## config.mk

```make
export PLATFORM = sky130hd
export DESIGN_NAME = ipsv_rotate
export DESIGN_NICKNAME = d
export VERILOG_FILES = /design/src/rtl/ipsv_rotate.sv
export SDC_FILE = /design/constraint.sdc
export NUM_CORES = 2
export LEC_CHECK = 0
export BUFFER_PORTS_ARGS = -buffer_cell sky130_fd_sc_hd__buf_2
export CAP_MARGIN = 20
export CORE_ASPECT_RATIO = 2
export CORE_MARGIN = 1
export CORE_UTILIZATION = 32
export CTS_BUF_LIST = sky130_fd_sc_hd__clkbuf_8 sky130_fd_sc_hd__clkbuf_16
export CTS_CLUSTER_DIAMETER = 60
export DETAILED_ROUTE_END_ITERATION = 10
export GPL_ROUTABILITY_DRIVEN = 0
export PLACE_DENSITY = 0.56
export SLEW_MARGIN = 20
export SYNTH_ARGS = -nofsm -noshare
export SYNTH_HDL_FRONTEND = slang
export SYNTH_SLANG_ARGS = --single-unit
```

## constraint.sdc

```tcl
create_clock -name clock -period 9 [get_ports clock]
set_clock_uncertainty 0.1 [all_clocks]
set_input_delay 1.8 -clock clock [delete_from_list [all_inputs] [get_ports clock]]
set_output_delay 1.8 -clock clock [all_outputs]
set_load 0.05 [all_outputs]
```

## src/rtl/ipsv_rotate.sv

```systemverilog
module ipsv_rotate #(
   parameter int SAMPLE_WIDTH = 16
) (
   input  logic                             clock,
   input  logic                             reset,
   input  logic                             en,
   input  logic                             in_valid,
   input  logic signed [SAMPLE_WIDTH-1:0]   d_voltage,
   input  logic signed [SAMPLE_WIDTH-1:0]   q_voltage,
   input  logic signed [SAMPLE_WIDTH-1:0]   sine_value,
   input  logic signed [SAMPLE_WIDTH-1:0]   cosine_value,
   output logic                             out_valid,
   output logic signed [SAMPLE_WIDTH+1:0]   alpha,
   output logic signed [SAMPLE_WIDTH+1:0]   beta
);

   localparam int F       = SAMPLE_WIDTH - 1;
   localparam int PROD_W  = 2 * SAMPLE_WIDTH;
   localparam int ALPHA_W = SAMPLE_WIDTH + 2;

   logic                     v1_ff;
   logic                     v2_ff;
   logic signed [PROD_W-1:0] dc_ff, qs_ff, ds_ff, qc_ff;
   logic signed [PROD_W-1:0] dc_in, qs_in, ds_in, qc_in;
   logic signed [PROD_W-1:0] dc_sh, qs_sh, ds_sh, qc_sh;
   logic signed [ALPHA_W-1:0] alpha_ff, beta_ff, alpha_in, beta_in;

   // stage 1: the four rotation products
   assign dc_in = PROD_W'(d_voltage) * PROD_W'(cosine_value);
   assign qs_in = PROD_W'(q_voltage) * PROD_W'(sine_value);
   assign ds_in = PROD_W'(d_voltage) * PROD_W'(sine_value);
   assign qc_in = PROD_W'(q_voltage) * PROD_W'(cosine_value);

   // stage 2: floor shifts and sums
   assign dc_sh = dc_ff >>> F;
   assign qs_sh = qs_ff >>> F;
   assign ds_sh = ds_ff >>> F;
   assign qc_sh = qc_ff >>> F;
   assign alpha_in = ALPHA_W'(dc_sh) - ALPHA_W'(qs_sh);
   assign beta_in  = ALPHA_W'(ds_sh) + ALPHA_W'(qc_sh);

   always_ff @(posedge clock) begin
      if (reset) begin
         v1_ff <= 1'b0;
         v2_ff <= 1'b0;
      end else if (en) begin
         v1_ff <= in_valid;
         v2_ff <= v1_ff;
      end
   end

   always_ff @(posedge clock) begin
      if (en) begin
         dc_ff    <= dc_in;
         qs_ff    <= qs_in;
         ds_ff    <= ds_in;
         qc_ff    <= qc_in;
         alpha_ff <= alpha_in;
         beta_ff  <= beta_in;
      end
   end

   assign out_valid = v2_ff;
   assign alpha     = alpha_ff;
   assign beta      = beta_ff;

endmodule

```

# Word-level counts from Yosys, hierarchy flattened
# Index checks and enable logic that the tools add are counted.
[totals]
inputBits = 68
reg_bits = 166
output_inout_bits = 37
word_cells = 14
[classes]
n_addsub = 2
mul = 4
[ops]
columns = ["cell", "count"]
rows = [
  ["multiplier 16 x 16 -> 32 bit", 4],
  ["adder 17 x 17 -> 18 bit", 1],
  ["subtractor 17 x 17 -> 18 bit", 1],
]

# Depth between registers and ports, before layout
[depth]
word_depth = 1
mapped_depth = 24
mapped_depth_nobuf = 23

# Least setup slack after synthesis
# OpenSTA, ideal clock, no wires.
[synth_timing]
path_type = "input to register"
from = "in cosine_value[1]"
to = "reg dc_ff[29] (data pin)"
arrival_time_ns = 7.498
setup_slack_ns = 1.145
stages = 22
setup_time_ns = 0.257
required_ns = 8.643
n_path_buf = 2
cell_sequence = "clkbuf_1 > clkbuf_1 > nand2_1 > fa_1 > fa_1 > fa_1 > inv_1 > fa_1 > fa_1 > inv_1 > fa_1 > inv_1 > ha_1 > a211o_1 > a221o_1 > o21ai_0 > a211oi_1 > o2111ai_2 > a311oi_1 > or3_1 > a21o_1 > xor2_1"
[synth_between]
elab_chain_cells = 1
[synth_lines]
columns = ["item", "line", "source"]
rows = [
  ["start, declared", "11", "input logic signed [SAMPLE_WIDTH-1:0] cosine_value,"],
  ["multiplier 16 x 16 -> 32 bit", "29", "assign dc_in = PROD_W'(d_voltage) * PROD_W'(cosine_value);"],
  ["named net dc_in[29]", "24", "logic signed [PROD_W-1:0] dc_in, qs_in, ds_in, qc_in;"],
  ["end signal, assigned", "54", "dc_ff <= dc_in;"],
  ["end, declared", "23", "logic signed [PROD_W-1:0] dc_ff, qs_ff, ds_ff, qc_ff;"],
]
# The timed path passes the listed nets, and every way through them passes these cells.
# A chain may end at the register's enable or synchronous reset.

# Worst setup path in the final report
[layout_timing]
from = "in sine_value[1]"
to = "reg ds_ff[24] (data pin)"
[layout_between]
elab_chain_cells = 1
[layout_lines]
columns = ["item", "line", "source"]
rows = [
  ["start, declared", "10", "input logic signed [SAMPLE_WIDTH-1:0] sine_value,"],
  ["multiplier 16 x 16 -> 32 bit", "31", "assign ds_in = PROD_W'(d_voltage) * PROD_W'(sine_value);"],
  ["named net ds_in[24]", "24", ""],
  ["end signal, assigned", "56", "ds_ff <= ds_in;"],
  ["end, declared", "23", ""],
]
# The timed path passes the listed nets, and every way through them passes these cells.

==> metrics.sh <==
POST-ROUTE-PERIOD-UTIL=0.903
GRT_MAX_DEGREE=61
TOTALNEGATIVESETUPSLACK_NS=0
SYNTH_FLOP_CELL='sky130_fd_sc_hd__edfxtp_1'
GRT_USE_TOTAL=0.182
CRITICAL_PATH_PEAK_FANOUT=24
SYN_TO_FINAL_GROWTH_PCT=7.26
CLKSLEWWORSTSETUPHOLDPATHS_NS=0.08
SYNTH.DISTINCT_CELLS=53
ASYNC_FLOP_SHARE=0
WORST_SETUP_PATH_START_KIND='primary input'
POST_CTS_SETUP_BUFFER_COUNT=0
DRIVE_GT1_FRAC=0.0522
CRITICAL_PATH_ARRIVAL_NS=8.21
SYNTH-SEQ-CELLS=106
ROUTE.ANTENNA.REMAINING_NETS=0
FINAL-SETUP-VIOL-COUNT=0
NETLIST_INSTANCES=4415
SYNTH_ADDER_AREA_SHARE=0.600
SYNTHESIS.AREA_PER_INSTANCE_UM2=9.55
SYNTH_COMPOUND_GATE_AREA_SHARE=0.0332
POST_SYNTH_INSTANCE_AREA_MM2=0.0422
FINAL_PERIOD_MINUS_WORST_SETUP_SLACK_NS=8.13
RESULT_OF_THE_RUN='finished clean'
FP-ROW-COUNT=188
CLOCK_PATH_BUFFERS=2
WORSTHOLDPATHTYPE='register to register'
SYNTH_TOP_CELL_BY_AREA='sky130_fd_sc_hd__fa_1'
SYNTH-SIMPLE-AREA-SHARE=0.143
DRT_FIRST_ITER_VIOLATIONS=1339
YS_WARN_COUNT=0
DRC=0
YOSYSSEQAREASHARE=0.0750
SYNTH-EDFF-COUNT=104
NUM_VIAS=28962
FIRST_GLOBAL_VIAS=33446
SORT_OF_ELEMENT_AT_THE_END_OF_THE_CRITICAL_PATH='register'
CLKSINKCOUNT=106
HPWL_MM=94.6
WL_MM=115
SYN-NUM-NETS=5879
AVGROUTEDWIREPERCELL_UM=18.6
YOSYS.AREA.TOP_TYPE_SHARE=0.496
CRITICAL_PATH_REQUIRED_NS=9.08
BOUNDARYPINS=105
ACHIEVABLE-FREQUENCY_GHz=0.123
TRITONCTS='built'
FIRST_PASS_ITERATION_COUNT_OF_THE_DETAILED_ROUTER=5
CLK_ROOT_BUFFER_CELL='sky130_fd_sc_hd__clkbuf_16'
SYNTH-XOR-AREA-SHARE=0.0260
HOLDBUFCOUNTCTS=0
NUMCTSBUFFERS=9
COMBINATIONAL_FAMILY_WITH_THE_MOST_AREA_AFTER_SYNTHESIS='adder cells'
FLOORPLAN.CORE_AREA_MM2=0.131
WORST_PIN_SLEW_NS=0.978
REPORT.FINAL.SLEW_VIOL_COUNT=0
CTS_MAX_LEVEL=3
YOSYS-TOP-CELLS-AREA='sky130_fd_sc_hd__fa_1 50%, sky130_fd_sc_hd__inv_1 10%, sky130_fd_sc_hd__ha_1 10%'
STARTING_DENSITY_OF_THE_CORE=0.322
TIMING_HOLD_VIOLATIONS_FINAL=0
CTS.REPAIR.RESIZED=0
DIEHEIGHT_UM=515
MAXCAPVIOLCOUNT=0
NET_COUNT_FINAL=5907
MAX_SLEW_MARGIN=0.348
PORT_BUFFERS=104
DIE_WIDTH_UM=259
GRT_FIRST_PASS_WIRELENGTH_MM=183
DESIGN.DIE.AREA_MM2=0.133
CLKLATENCYLATEPIN_NS=0.43
SHARE_OF_CELL_AREA_TAKEN_BY_MUXES_AFTER_SYNTHESIS=0.000949
CRITICALPATHCATEGORY='primary input to register'
ANTENNA_FOUND_INITIAL=15
VIA_PER_INST=4.70
RSZ0062_AT_GRT='false'
GLOBAL_ROUTE_CONGESTION_OVERFLOW_TOTAL=0
## worst max-delay path: stages
cell and delay [ns]:
sky130_fd_sc_hd__buf_2 0.49, sky130_fd_sc_hd__nand2_1 0.21, sky130_fd_sc_hd__inv_1 0.17, sky130_fd_sc_hd__fa_1 0.42, sky130_fd_sc_hd__inv_1 0.09, sky130_fd_sc_hd__fa_1 0.42, sky130_fd_sc_hd__fa_1 0.52, sky130_fd_sc_hd__inv_1 0.05
sky130_fd_sc_hd__fa_1 0.49, sky130_fd_sc_hd__fa_1 0.49, sky130_fd_sc_hd__inv_1 0.05, sky130_fd_sc_hd__fa_1 0.51, sky130_fd_sc_hd__inv_1 0.05, sky130_fd_sc_hd__ha_1 0.31, sky130_fd_sc_hd__a2111oi_0 0.55, sky130_fd_sc_hd__a31oi_1 0.17
sky130_fd_sc_hd__buf_4 0.19, sky130_fd_sc_hd__o2111ai_1 0.33, sky130_fd_sc_hd__a21boi_0 0.26, sky130_fd_sc_hd__or2_2 0.36, sky130_fd_sc_hd__a211oi_1 0.23, sky130_fd_sc_hd__nor2_1 0.05
## flip-flops by register name (all words and copies together) (netlist names)
name       cells
alpha         18
dc_ff         17
out_valid      1
ds_ff         17
beta          18
qs_ff         17
qc_ff         17
v1_ff          1
## placed cells by master (no fill, tap or decap), types with 4 or more instances in the layout
cell type,netlist,routed
sky130_fd_sc_hd__a211oi_1,11,11
sky130_fd_sc_hd__a21oi_1,56,56
sky130_fd_sc_hd__buf_4,0,102
sky130_fd_sc_hd__edfxtp_1,104,104
sky130_fd_sc_hd__o21bai_1,9,9
sky130_fd_sc_hd__nand2b_1,21,21
sky130_fd_sc_hd__nand3_1,24,24
sky130_fd_sc_hd__xnor2_1,90,90
sky130_fd_sc_hd__or2_2,4,4
sky130_fd_sc_hd__clkinv_1,2,5
sky130_fd_sc_hd__nor2_1,91,91
sky130_fd_sc_hd__a31oi_1,11,11
sky130_fd_sc_hd__and3_1,9,9
sky130_fd_sc_hd__nor2b_1,11,11
sky130_fd_sc_hd__a21boi_0,4,4
sky130_fd_sc_hd__fa_1,1046,1046
sky130_fd_sc_hd__and2_1,493,493
sky130_fd_sc_hd__diode_2,0,5
sky130_fd_sc_hd__nor3_1,20,20
sky130_fd_sc_hd__o21a_1,12,12
sky130_fd_sc_hd__o31ai_1,8,8
sky130_fd_sc_hd__buf_2,0,103
sky130_fd_sc_hd__o211ai_1,5,5
sky130_fd_sc_hd__mux2i_1,4,4
sky130_fd_sc_hd__ha_1,350,350
sky130_fd_sc_hd__a21o_1,28,28
sky130_fd_sc_hd__xor2_1,35,35
sky130_fd_sc_hd__o2111ai_1,4,4
sky130_fd_sc_hd__a211o_1,7,7
sky130_fd_sc_hd__inv_1,1174,1175
sky130_fd_sc_hd__nand2_1,508,508
sky130_fd_sc_hd__clkbuf_16,0,9
sky130_fd_sc_hd__or3_1,6,6
sky130_fd_sc_hd__nand4_1,11,11
sky130_fd_sc_hd__o21ai_0,34,34
## metal layers
metal,global-route usage,part of all wire,up-vias
met2,0.348,0.55,605
met1,0.186,0.34,15262
met3,0.0164,0.031,240
met4,0.120,0.074,14
met5,0,0.00084,-
li1,-,-,12841
## logic make-up after synthesis
| group | Yosys count |
|---|---|
| buffers and inverters | 1367 |
| DFF | 106 |
| muxes | 4 |
| adders and majority gates | 1396 |
| and+or+nand+nor | 1209 |
| AOI/OAI and AO/OA | 208 |
| xor gates and xnor gates | 125 |
## synth_stat cells, types with 9 or more instances
library cell               number
sky130_fd_sc_hd__a21oi_1       56
sky130_fd_sc_hd__a31oi_1       11
sky130_fd_sc_hd__nand4_1       11
sky130_fd_sc_hd__nor2b_1       11
sky130_fd_sc_hd__nand2b_1      21
sky130_fd_sc_hd__inv_1       1174
sky130_fd_sc_hd__fa_1        1046
sky130_fd_sc_hd__ha_1         350
sky130_fd_sc_hd__nand2_1      508
sky130_fd_sc_hd__and3_1         9
sky130_fd_sc_hd__and2_1       493
sky130_fd_sc_hd__o21bai_1       9
sky130_fd_sc_hd__xnor2_1       90
sky130_fd_sc_hd__o21ai_0       34
sky130_fd_sc_hd__clkbuf_1     188
sky130_fd_sc_hd__nor2_1        91
sky130_fd_sc_hd__a211oi_1      11
sky130_fd_sc_hd__nand3_1       24
sky130_fd_sc_hd__xor2_1        35
sky130_fd_sc_hd__edfxtp_1     104
sky130_fd_sc_hd__o21a_1        12
sky130_fd_sc_hd__nor3_1        20
sky130_fd_sc_hd__a21o_1        28
## metrics by stage
| step | hold WS, ns | instance area, um^2 | setup slack (ns) | std cells | utilization |
|---|---|---|---|---|---|
| finish | 0.405 | 45200 | 0.869 | 6163 | 0.345 |
| floorplan | 0.360 | 42200 | 1.15 | 4415 | - |
| CTS | 0.415 | 45200 | 0.921 | 6158 | 0.345 |
| global placement | 0.376 | 44900 | 0.565 | 6142 | 0.343 |
| detailed placement | 0.392 | 44900 | 0.487 | 6142 | 0.343 |
| global route | 0.445 | 45200 | 0.466 | 6159 | 0.345 |
## final timing paths
kind / from / to / slack [ns] / depth (start not counted)
setup / recovery: sine_value[1] / ds_ff[24]$_DFFE_PP_ / 0.87 / 22
hold / removal: out_valid$_SDFFE_PP0P_ / out_valid$_SDFFE_PP0P_ / 0.41 / 2
hold reg to reg: out_valid$_SDFFE_PP0P_ / out_valid$_SDFFE_PP0P_ / 0.41 / 2
setup reg to reg: qs_ff[15]$_DFFE_PP_ / alpha[16]$_DFFE_PP_ / 5.90 / 11
## layout make-up
cell class	instances	area (um^2)
fill	13387	85800
tap	1710	2140
antenna	5	12.5
clock inverter	7	61.3
inverter	1176	4410
timing repair buffer	208	1340
multi-input combinational	2942	33900
clock buffer	9	225
sequential	106	3160
Power is not shown: default switching activity piles up to over one toggle a cycle in this logic, so the estimate is an artifact.
